--- config.mk ---
export PLATFORM = sky130hd
export DESIGN_NAME = header_blacklist_screen
export DESIGN_NICKNAME = d
export VERILOG_FILES = /design/src/hbs_pkg.sv /design/src/header_blacklist_screen.sv
export SDC_FILE = /design/constraint.sdc
export NUM_CORES = 1
export LEC_CHECK = 0
export BUFFER_PORTS_ARGS = -buffer_cell sky130_fd_sc_hd__buf_2
export CORE_MARGIN = 2
export CORE_UTILIZATION = 52
export DETAILED_ROUTE_END_ITERATION = 8
export PLACE_DENSITY = 0.71
export SETUP_SLACK_MARGIN = 0.5
export SLEW_MARGIN = 10
export SYNTH_ARGS = -nofsm -noshare
export SYNTH_HDL_FRONTEND = slang
export SYNTH_SLANG_ARGS = --single-unit
--- constraint.sdc ---
create_clock -name clk -period 3.1 [get_ports clk]
set_clock_uncertainty 0.2 [all_clocks]
set_input_delay 0.155 -clock clk [delete_from_list [all_inputs] [get_ports clk]]
set_output_delay 0.155 -clock clk [all_outputs]
set_load 0.03 [all_outputs]
--- src/hbs_pkg.sv ---
// Package for the header blacklist screen: payload structs, region phase
// codes, keyword and pattern constants, and the per-region update function.
// No dependencies.
package hbs_pkg;

  localparam int WinBytes = 11;
  localparam int WinBits  = 8 * WinBytes;
  localparam int NumPat   = 8;

  typedef struct packed {
    logic [7:0] text_byte;
    logic       end_of_message;
  } in_item_t;

  typedef struct packed {
    logic verdict_good;
    logic agent_flagged;
    logic sender_flagged;
  } out_item_t;

  typedef enum logic [1:0] {
    PH_SEARCH = 2'd0,
    PH_INSIDE = 2'd1,
    PH_CLOSED = 2'd2
  } phase_t;

  typedef struct packed {
    phase_t     phase;
    logic [3:0] count;
    logic       pending;
    logic       bad;
  } region_t;

  localparam region_t RegionRst = '{phase: PH_SEARCH, count: 4'd0, pending: 1'b0, bad: 1'b0};

  localparam logic [7:0] ByteNewline = 8'h0A;
  localparam logic [7:0] ByteNul     = 8'h00;

  // Keywords, oldest character in the most significant byte.
  localparam logic [87:0] KwAgent  = "User-Agent:";
  localparam logic [39:0] KwSender = "From:";

  localparam logic [31:0] PatScan      = "scan";
  localparam logic [31:0] PatSipp      = "sipp";
  localparam logic [71:0] PatSunday    = "sundayddr";
  localparam logic [47:0] PatSipcli    = "sipcli";
  localparam logic [47:0] PatSipsak    = "sipsak";
  localparam logic [63:0] PatSipScan   = "sip-scan";
  localparam logic [31:0] PatIwar      = "iWar";
  localparam logic [79:0] PatSipvicious = "sipvicious";

  localparam logic [3:0] PatLen [NumPat] = '{4'd4, 4'd4, 4'd9, 4'd6, 4'd6, 4'd8, 4'd4, 4'd10};

  // Next state of one region for a non-zero byte; the window already holds
  // the byte. A pattern counts only once the region holds at least its length.
  function automatic region_t region_next(region_t r, logic [7:0] b, logic kw_hit,
                                          logic [NumPat-1:0] pat_match);
    region_t    n;
    logic [3:0] cnt;
    logic       hit;
    n   = r;
    cnt = (r.count == 4'hF) ? r.count : r.count + 4'd1;
    hit = 1'b0;
    for (int i = 0; i < NumPat; i++) begin
      if (pat_match[i] && (PatLen[i] <= cnt)) hit = 1'b1;
    end
    unique case (r.phase)
      PH_SEARCH: begin
        if (kw_hit) begin
          n.phase   = PH_INSIDE;
          n.count   = 4'd0;
          n.pending = 1'b0;
        end
      end
      PH_INSIDE: begin
        if (b == ByteNewline) begin
          n.phase = PH_CLOSED;
          n.bad   = r.pending;
        end else begin
          n.count = cnt;
          if (hit) n.pending = 1'b1;
        end
      end
      default: n = r;
    endcase
    return n;
  endfunction

endpackage

--- src/header_blacklist_screen.sv ---
// Top level of the header blacklist screen: input register, byte window,
// region trackers and result register. Depends on hbs_pkg.

// The block takes one message byte per cycle and screens the "User-Agent:"
// and "From:" header lines for known scanner-tool names. A byte transfer is
// taken every cycle while the result side keeps up. The byte marked as the
// last of the message yields one result, which is presented once it is
// registered: the input register loads at the transfer edge and the
// result register at the first later edge on which the result side is not
// stalled, with a single pass of window compare and region update between
// them. A zero byte ends the text; later bytes are ignored until the end
// of the message, and all state clears after each verdict.
module header_blacklist_screen
  import hbs_pkg::*;
(
  input  logic      clk,
  input  logic      rst_n,
  input  logic      in_valid,
  output logic      in_stall,
  input  in_item_t  in_data,
  output logic      out_valid,
  input  logic      out_stall,
  output out_item_t out_data
);

  logic              in_vld_r, in_vld_nxt;
  in_item_t          in_data_r;
  logic              out_vld_r, out_vld_nxt;
  out_item_t         out_data_r, out_data_nxt;
  logic [WinBits-1:0] win_r, win_nxt;
  region_t           agent_r, agent_nxt, sender_r, sender_nxt;
  logic              ended_r, ended_nxt;

  logic              advance;
  logic              in_take;
  logic [WinBits-1:0] shifted;
  logic [NumPat-1:0] pat_match;
  logic [7:0]        b;

  assign advance  = !out_vld_r || !out_stall;
  assign in_stall = in_vld_r && !advance;
  assign in_take  = in_valid && !in_stall;

  assign b       = in_data_r.text_byte;
  assign shifted = {win_r[WinBits-9:0], b};

  always_comb begin
    pat_match[0] = shifted[31:0] == PatScan;
    pat_match[1] = shifted[31:0] == PatSipp;
    pat_match[2] = shifted[71:0] == PatSunday;
    pat_match[3] = shifted[47:0] == PatSipcli;
    pat_match[4] = shifted[47:0] == PatSipsak;
    pat_match[5] = shifted[63:0] == PatSipScan;
    pat_match[6] = shifted[31:0] == PatIwar;
    pat_match[7] = shifted[79:0] == PatSipvicious;
  end

  always_comb begin
    win_nxt      = win_r;
    agent_nxt    = agent_r;
    sender_nxt   = sender_r;
    ended_nxt    = ended_r;
    out_vld_nxt  = out_vld_r;
    out_data_nxt = out_data_r;
    if (advance) begin
      out_vld_nxt = 1'b0;
      if (in_vld_r) begin
        if (!ended_r) begin
          if (b == ByteNul) begin
            ended_nxt = 1'b1;
          end else begin
            win_nxt    = shifted;
            agent_nxt  = region_next(agent_r, b, shifted == KwAgent, pat_match);
            sender_nxt = region_next(sender_r, b, shifted[39:0] == KwSender, pat_match);
          end
        end
        if (in_data_r.end_of_message) begin
          out_vld_nxt                 = 1'b1;
          out_data_nxt.agent_flagged  = agent_nxt.bad;
          out_data_nxt.sender_flagged = sender_nxt.bad;
          out_data_nxt.verdict_good   = !(agent_nxt.bad || sender_nxt.bad);
          // The verdict closes the message: start the next one from clean state.
          win_nxt    = '0;
          agent_nxt  = RegionRst;
          sender_nxt = RegionRst;
          ended_nxt  = 1'b0;
        end
      end
    end
  end

  always_comb begin
    in_vld_nxt = in_vld_r;
    if (in_take) begin
      in_vld_nxt = 1'b1;
    end else if (advance) begin
      in_vld_nxt = 1'b0;
    end
  end

  always_ff @(posedge clk) begin
    if (!rst_n) begin
      in_vld_r  <= 1'b0;
      out_vld_r <= 1'b0;
      win_r     <= '0;
      agent_r   <= RegionRst;
      sender_r  <= RegionRst;
      ended_r   <= 1'b0;
    end else begin
      in_vld_r  <= in_vld_nxt;
      out_vld_r <= out_vld_nxt;
      win_r     <= win_nxt;
      agent_r   <= agent_nxt;
      sender_r  <= sender_nxt;
      ended_r   <= ended_nxt;
    end
  end

  always_ff @(posedge clk) begin
    if (in_take) begin
      in_data_r <= in_data;
    end
    out_data_r <= out_data_nxt;
  end

  assign out_valid = out_vld_r;
  assign out_data  = out_data_r;

endmodule

==> summary.txt, run 1 <==
TIMING
--------------------------------------------------------------------------------
Crit path time final ..............................................      2.52 ns
Post-route clock period utilization ...............................        81.4%
# setup viols final ...............................................            0
Hold violation count in the final report ..........................            0
Setup TNS .........................................................         0 ns
Slack of the critical path ........................................     0.576 ns
Final max-slew violation count ....................................            0
Highest clock rate ................................................      396 MHz
Setup repair after global routing missed its margin ...............         true
Slew at the pin closest to its max-slew limit .....................     0.768 ns
Slew headroom .....................................................        48.7%
Worst Hold Margin .................................................     0.271 ns

ROUTE
--------------------------------------------------------------------------------
Count of vias placed by the detailed router .......................        3,856
Routed Wire Length ................................................    11,500 µm
Remaining routing DRC violations ..................................            0
First DRT Iteration DRCs ..........................................          242
Mean routed wirelength per cell ...................................      19.3 µm
TritonRoute pass-1 iters ..........................................            6
Number of nets still failing antenna checks after routing .........            0
Average via count per standard cell ...............................         6.48

POWER AND IR DROP
--------------------------------------------------------------------------------
Proportion of total power due to net switching ....................        25.6%
Internal cell power ...............................................      1.83 mW
Clock group share of total power ..................................        33.9%
Logic pwr share ...................................................         5.3%
Pwr per Cell Area .................................................   458 nW/µm²
Sequential share of power .........................................        60.8%
Static Leak .......................................................      1.95 nW
Total power draw ..................................................      2.45 mW
Switching power ...................................................     0.627 mW
Worst vdd ir ......................................................     0.245 mV

SYNTHESIS
--------------------------------------------------------------------------------
Mux share of post-synthesis cell area .............................        1.11%
Largest area contributor in the synthesized netlist ...............      dfxtp_1
Commonest register cell after synthesis ...........................      dfxtp_1
Share of the synthesized netlist area taken by xor and xnor gates .       0.184%
Post-synthesis register bit count .................................          111
Count of distinct cell types in the synthesized netlist ...........           67
Compound-gate portion of the synthesized area .....................        21.9%
Number of nets in the synthesized netlist .........................          470
Gate Count Post-Synth .............................................          455
Cell area after technology mapping ................................     4750 µm²
Async set-reset flop share out of synthesis .......................           0%
Sequential cell area fraction in the yosys report .................        49.3%
Count of synthesis-stage warnings from yosys ......................            0
Most area-consuming cells after synthesis ......................... dfxtp_1, a22o_1, edfxtp_1
Adder-cell share of the synthesized area ..........................       0.526%
Post-Syn Area per Cell ............................................     10.4 µm²
Synth Area in Simple Gates ........................................        24.7%
Post-synth EDFFs ..................................................           12
Main combinational cell family by area after synthesis ............ simple AND/OR/NAND/NOR gates
Share of Yosys cell area claimed by the top area cell type ........        41.7%

CLOCK TREE
--------------------------------------------------------------------------------
Sink count of the clock tree ......................................          111
Deepest level of the CTS H-tree ...................................            3
Maximum clock insertion buffer count ..............................            2
Number of buffers inserted during clock tree synthesis ............            9
Clock transition at the registers of the reported paths ...........      0.11 ns
TritonCTS clock tree ..............................................          yes
Clock root buffer master ..........................................     clkbuf_8
Insertion delay to the later sink of the worst-skew pair ..........      0.38 ns

GLOBAL ROUTE
--------------------------------------------------------------------------------
Antenna violations before repair ..................................            0
Overflow after GRT ................................................            0
Overall track demand over capacity in global routing ..............        23.7%
Number of global-route vias before repair .........................        3,537
Pin count of the biggest net entering global routing ..............           82
Global-route wire length before repair ............................    18,500 µm

WORST SETUP PATH
--------------------------------------------------------------------------------
Worst Path Max Fanout .............................................            7
Worst path cell trace ............................................. nand2_1, or4b_4, nor4_1, a31oi_1, nor2_2, mux2i_1, nor2_1
Setup Crit Path Kind ..............................................   reg -> reg
Slowest Stage Delay on Critical Path ..............................      0.52 ns
Sort of element at the end of the critical path ...................    flip-flop
Critical Path Start Type ..........................................    flip-flop
Worst EP arrival ..................................................      2.58 ns
Number of cells on the worst reg-to-reg path ......................            7
CP required .......................................................      3.16 ns
Slowest stage cell on the critical path ...........................       or4b_4

LAYOUT
--------------------------------------------------------------------------------
Number of nets in the final layout ................................          497
Final cell area excluding filler cells ............................     5350 µm²
Fraction of layout cells with a size suffix above 1 ...............        14.6%
Area growth from synthesis to final layout ........................        12.6%
Antenna diode instance count ......................................            0
Non-filler instance count after layout ............................          595
Highest-count cells in the layout ignoring fill and taps .......... dfxtp_1, a22o_1, nor2_1, nand2_1, buf_2
Most common cell after layout, fill and taps aside ................      dfxtp_1
Core Util, Final ..................................................        60.8%

WORST HOLD PATH
--------------------------------------------------------------------------------
Number of stages on the worst hold path ...........................            2
HP Class ..........................................................    in -> reg

PLACED DESIGN
--------------------------------------------------------------------------------
Cell count after placement ........................................          565
Post-Place Worst Slack ............................................     0.497 ns
Placed cell areas .................................................     4970 µm²
Buffers added on ports ............................................           17
Routability cong. .................................................        0.862
Detailed placer's ending HPWL .....................................      7940 µm

FLOORPLANNING
--------------------------------------------------------------------------------
Effective utilization at floorplan ................................        54.0%
Total core area ...................................................     8810 µm²
Die outline area ..................................................     9920 µm²
Total I/O pin count ...............................................           18
Floorplan die width ...............................................      99.6 µm
Core Rows .........................................................           34
Vert. Die Dim .....................................................      99.6 µm

JOB
--------------------------------------------------------------------------------
Count of maximum capacitance violations ...........................            0

OUTCOME
--------------------------------------------------------------------------------
Status ............................................................ complete, no violations

## layer usage
layer / up-vias / GRT usage (%) / routed length [µm]
met1: 1877 / 33.6 / 5480
met3: 22 / 4.36 / 585
met2: 125 / 37.2 / 5230
met5: - / 0 / 0
li1: 1832 / - / -
met4: 0 / 6.64 / 193
## power by group through the flow
| stage | combinational (mW) | sequential, mW | clock [mW] |
|---|---|---|---|
| CTS | 0.125 | 1.49 | 0.846 |
| global placement | 0.111 | 1.52 | 0 |
| finish | 0.130 | 1.49 | 0.831 |
| floorplan | 0.0805 | 1.52 | 0 |
| detailed placement | 0.113 | 1.52 | 0 |
| global route | 0.141 | 1.49 | 0.902 |
## worst paths after layout
kind                            startpoint    endpoint  slack [ns]
worst min-delay path            in_data[6]        b[5]        0.27
worst max-delay path              win_r[2]  agent_r[7]        0.58
worst min register to register   win_r[78]   win_r[78]        0.29
worst max register to register    win_r[2]  agent_r[7]        0.58
## flip-flops by register name, summed over array words and instances (netlist names)
name / count
agent_r: 8
ended_r: 1
out_data: 3
sender_r: 8
win_r: 80
in_data_r: 1
in_vld_r: 1
b: 8
out_valid: 1
## worst max-delay path, delay by kind of cell, from the launching register on
family	cells	cell delay, ns
AO/OA/AOI/OAI	1	0.27
flip-flops	1	0.48
AND/OR/NAND/NOR	5	1.27
multiplexers	1	0.20
## kinds of logic after synthesis
family,after synthesis
XOR/XNOR,1
flip-flops,111
multiplexers,5
adder cells (fa/ha/maj),2
buffers and inverters,25
AO/OA/AOI/OAI,130
AND/OR/NAND/NOR,181
## Yosys cell counts, drive strengths merged (5+ instances only)
| cell type | instances |
|---|---|
| dfxtp | 99 |
| a22o | 80 |
| nor2 | 44 |
| nand2 | 27 |
| nand3 | 17 |
| nand4 | 15 |
| a21oi | 13 |
| edfxtp | 12 |
| clkbuf | 11 |
| nor4 | 10 |
| o21ai | 10 |
| and4b | 9 |
| buf | 9 |
| nor3 | 8 |
| nor4bb | 8 |
| nand2b | 6 |
| inv | 5 |
| nand4b | 5 |
## layout make-up
class | instances | area (µm²)
tap | 108 | 135
inverter | 5 | 18.8
fill | 709 | 3460
sequential | 111 | 2340
timing repair buffer | 36 | 295
clock buffer | 9 | 124
clock inverter | 7 | 67.6
multi-input combinational | 319 | 2370
## repair_timing
item,4_1_cts,5_1_grt
hold buffers,12,0
setup endpoints to repair,67,18
gates resized for setup,3,5
setup buffers,0,2
pin swaps,0,1
hold endpoints to repair,15,0
(Power assumes the default switching activity.)
==> inputs of run 2 (changes only) <==
--- a/config.mk
+++ b/config.mk
@@ -9,7 +9,7 @@
 export CORE_MARGIN = 2
 export CORE_UTILIZATION = 52
 export DETAILED_ROUTE_END_ITERATION = 8
-export PLACE_DENSITY = 0.71
+export PLACE_DENSITY = 0.74
 export SETUP_SLACK_MARGIN = 0.5
 export SLEW_MARGIN = 10
 export SYNTH_ARGS = -nofsm -noshare
==> constraint.sdc (replaced) <==
create_clock -name clk -period 2.1 [get_ports clk]
set_clock_uncertainty 0.2 [all_clocks]
set_input_delay 0.105 -clock clk [delete_from_list [all_inputs] [get_ports clk]]
set_output_delay 0.105 -clock clk [all_outputs]
set_load 0.03 [all_outputs]
==> run 2 against run 1 <==
The run now ends with setup timing left. Die area unchanged. Cell area increased by 34%. Sequential share of layout area decreased by 11 points. Global-route usage increased by 10 points. Routed wire length increased by 61%. Worst hold slack got worse by 0.22 ns. Critical path depth increased by 1. Register-to-register slack got worse by 1.1 ns. Highest routed layer unchanged.
==> summary.txt, run 2 (synthesis gave the netlist of run 1 again) <==
GLOBAL ROUTE
------------------------------------------------------------------------------------
Overflow after GRT ....................................................            0   unchanged
Number of global-route vias before repair .............................        4,824   +36%
Most heavily used metal layer in global routing .......................         met2
Overall track demand over capacity in global routing ..................        33.8%   +10 points
Global-route wire length before repair ................................    25,900 µm   +40%
Met1 Use GR ...........................................................        42.1%   +8.4 points
Pin count of the biggest net entering global routing ..................           20   -76%
Antenna violations before repair ......................................            0   unchanged
Global routing met3 resource utilization ..............................        7.03%   +2.7 points
GR Layer Usage met2 ...................................................        57.0%   +20 points

TIMING
------------------------------------------------------------------------------------
# setup viols final ...................................................          100   +100
Setup repair after global routing missed its margin ...................         true
Crit path time final ..................................................      2.60 ns   +0.0784 ns
Hold violation count in the final report ..............................            0   unchanged
Highest clock rate ....................................................      384 MHz   -3.0%
Slew headroom .........................................................        64.0%   +15 points
Final max-slew violation count ........................................            0   unchanged
Slack of the critical path ............................................    -0.503 ns   -1.08 ns
Slew at the pin closest to its max-slew limit .........................     0.540 ns   -0.229 ns
Post-route clock period utilization ...................................         124%   +43 points

CLOCK TREE
------------------------------------------------------------------------------------
TritonCTS clock tree ..................................................          yes
Clock transition at the registers of the reported paths ...............      0.12 ns   about the same
Sink count of the clock tree ..........................................          111   unchanged
Deepest level of the CTS H-tree .......................................            3   unchanged
Number of buffers inserted during clock tree synthesis ................            9   unchanged
Maximum clock insertion buffer count ..................................            2   unchanged
Clock root buffer master ..............................................     clkbuf_8
Insertion delay to the later sink of the worst-skew pair ..............      0.39 ns   about the same

FLOORPLANNING
------------------------------------------------------------------------------------
Effective utilization at floorplan ....................................        54.0%   unchanged
Core Rows .............................................................           34   unchanged
Vert. Die Dim .........................................................      99.6 µm   unchanged
Total core area .......................................................     8810 µm²   unchanged
Total I/O pin count ...................................................           18   unchanged
Floorplan die width ...................................................      99.6 µm   unchanged
Die outline area ......................................................     9920 µm²   unchanged

WORST SETUP PATH
------------------------------------------------------------------------------------
Slowest stage cell on the critical path ...............................     edfxtp_1
Count of buffering cells on the critical path with inverters included .            1   +1
Top cell by count, worst path .........................................     a211oi_2
Worst EP arrival ......................................................      2.69 ns   +0.11 ns
Worst Path Max Fanout .................................................            5   -2
Setup Crit Path Kind ..................................................   reg -> reg
CP required ...........................................................      2.18 ns   -0.98 ns
Cell class contributing the biggest share of worst-path delay ......... compound AO/OA/AOI/OAI gates
Sort of element at the end of the critical path .......................    flip-flop
Worst path cell trace ................................................. buf_4, nor3_1, nand3_1, a211oi_2, nand4_1, o21ai_0, a21oi_1, a211oi_2
Slowest Stage Delay on Critical Path ..................................      0.52 ns   about the same
Critical Path Start Type ..............................................    flip-flop
R2r setup slk .........................................................     -0.50 ns   -1.08 ns

WORST HOLD PATH
------------------------------------------------------------------------------------
HP Class ..............................................................    in -> reg

OUTCOME
------------------------------------------------------------------------------------
Status ................................................................ finished with violations
Violations in the final reports ....................................... setup timing

ROUTE
------------------------------------------------------------------------------------
Remaining routing DRC violations ......................................            0   unchanged
Mean routed wirelength per cell .......................................      25.1 µm   +30%
Average via count per standard cell ...................................         6.88   +6.2%
Count of vias placed by the detailed router ...........................        5,084   +32%
Routed Wire Length ....................................................    18,500 µm   +61%
Number of nets still failing antenna checks after routing .............            0   unchanged
First DRT Iteration DRCs ..............................................          503   +110%
TritonRoute pass-1 iters ..............................................            5   -1

LAYOUT
------------------------------------------------------------------------------------
Most common cell after layout, fill and taps aside ....................        buf_4
Most flop-heavy register ..............................................        win_r
Core Util, Final ......................................................        81.5%   +21 points
Fraction of layout cells with a size suffix above 1 ...................        39.9%   +25 points
Highest-count cells in the layout ignoring fill and taps .............. buf_4, dfxtp_1, a22o_1, nor2_1, nand2_1
Number of nets in the final layout ....................................          641   +29%
Area growth from synthesis to final layout ............................        51.0%
Antenna diode instance count ..........................................            0   unchanged
Max reg flops .........................................................           80   unchanged

POWER AND IR DROP
------------------------------------------------------------------------------------
Internal cell power ...................................................      2.89 mW   +58%
Static Leak ...........................................................      2.90 nW   +49%
Worst vdd ir ..........................................................     0.403 mV   +64%
Logic pwr share .......................................................        12.9%   +7.6 points
Proportion of total power due to net switching ........................        26.4%   +0.85 points
Switching power .......................................................      1.04 mW   +65%
Pwr per Cell Area .....................................................   547 nW/µm²   +19%
Sequential share of power .............................................        56.1%   -4.7 points
Clock group share of total power ......................................        31.0%   -2.9 points

PLACED DESIGN
------------------------------------------------------------------------------------
Post-Place Worst Slack ................................................    -0.227 ns   -0.724 ns
Detailed placer's ending HPWL .........................................      9580 µm   +21%
Buffers added on ports ................................................           17   unchanged
Routability cong. .....................................................        0.975   +13%

JOB
------------------------------------------------------------------------------------
Count of maximum capacitance violations ...............................            0   unchanged

[run 2: cell type report]
class | instances | area (µm²)
Clock buffer | 11 | 131
Clock inverter | 5 | 45.0
Fill cell | 429 | 1630
Inverter | 5 | 18.8
Multi-Input combinational cell | 319 | 2600
Sequential cell | 111 | 2350
Tap cell | 108 | 135
Timing Repair Buffer | 180 | 1900
[run 2: worst reg2reg max path: stages (launching register included)]
cell,delay (ns)
edfxtp_1,0.52
buf_4,0.20
nor3_1,0.22
nand3_1,0.17
a211oi_2,0.34
nand4_1,0.25
o21ai_0,0.25
a21oi_1,0.11
a211oi_2,0.23
[run 2: path summary, 6_finish.rpt]
path / start / cells after the start / to
max reg2reg: b[1] / 8 / agent_r[1]
min reg2reg: win_r[77] / 1 / win_r[77]
max: b[1] / 8 / agent_r[1]
min: out_stall / 4 / ended_r
[run 2: power groups by stage]
| stage | clock network, mW | registers [mW] | logic, mW |
|---|---|---|---|
| after floorplan | 0 | 2.24 | 0.120 |
| after global placement | 0 | 2.24 | 0.218 |
| after detailed placement | 0 | 2.24 | 0.223 |
| after CTS | 1.19 | 2.19 | 0.427 |
| after global routing | 1.29 | 2.20 | 0.516 |
| final | 1.22 | 2.20 | 0.507 |
[run 2: stage by stage]
| step | power [mW] | TNS, ns | cells | hold slack (ns) | instance area [µm²] |
|---|---|---|---|---|---|
| after floorplan | 2.36 | 0 | 455 | 0.00387 | 4800 |
| after global placement | 2.46 | -3.85 | 664 | 0.0816 | 5780 |
| after global routing | 4.01 | -22.35 | 739 | 0.0778 | 7180 |
| final | 3.93 | -16.90 | 739 | 0.0541 | 7180 |
| after CTS | 3.81 | -8.25 | 725 | 0.0621 | 6840 |
| after detailed placement | 2.46 | -5.05 | 664 | 0.0865 | 5780 |
[run 2: per-layer routing]
layer | vias to the layer above | routed length, µm
met5 | - | 0
met4 | 0 | 1270
met3 | 134 | 1570
met2 | 409 | 8740
met1 | 2414 | 6930
li1 | 2127 | -
[run 2: what timing repair did]
item,in CTS,in global routing
buffers inserted,19,11
setup endpoints to repair,100,103
hold buffers,14,0
cloned,12,3
pin swaps,47,48
hold endpoints to repair,15,0
gates resized for setup,52,33
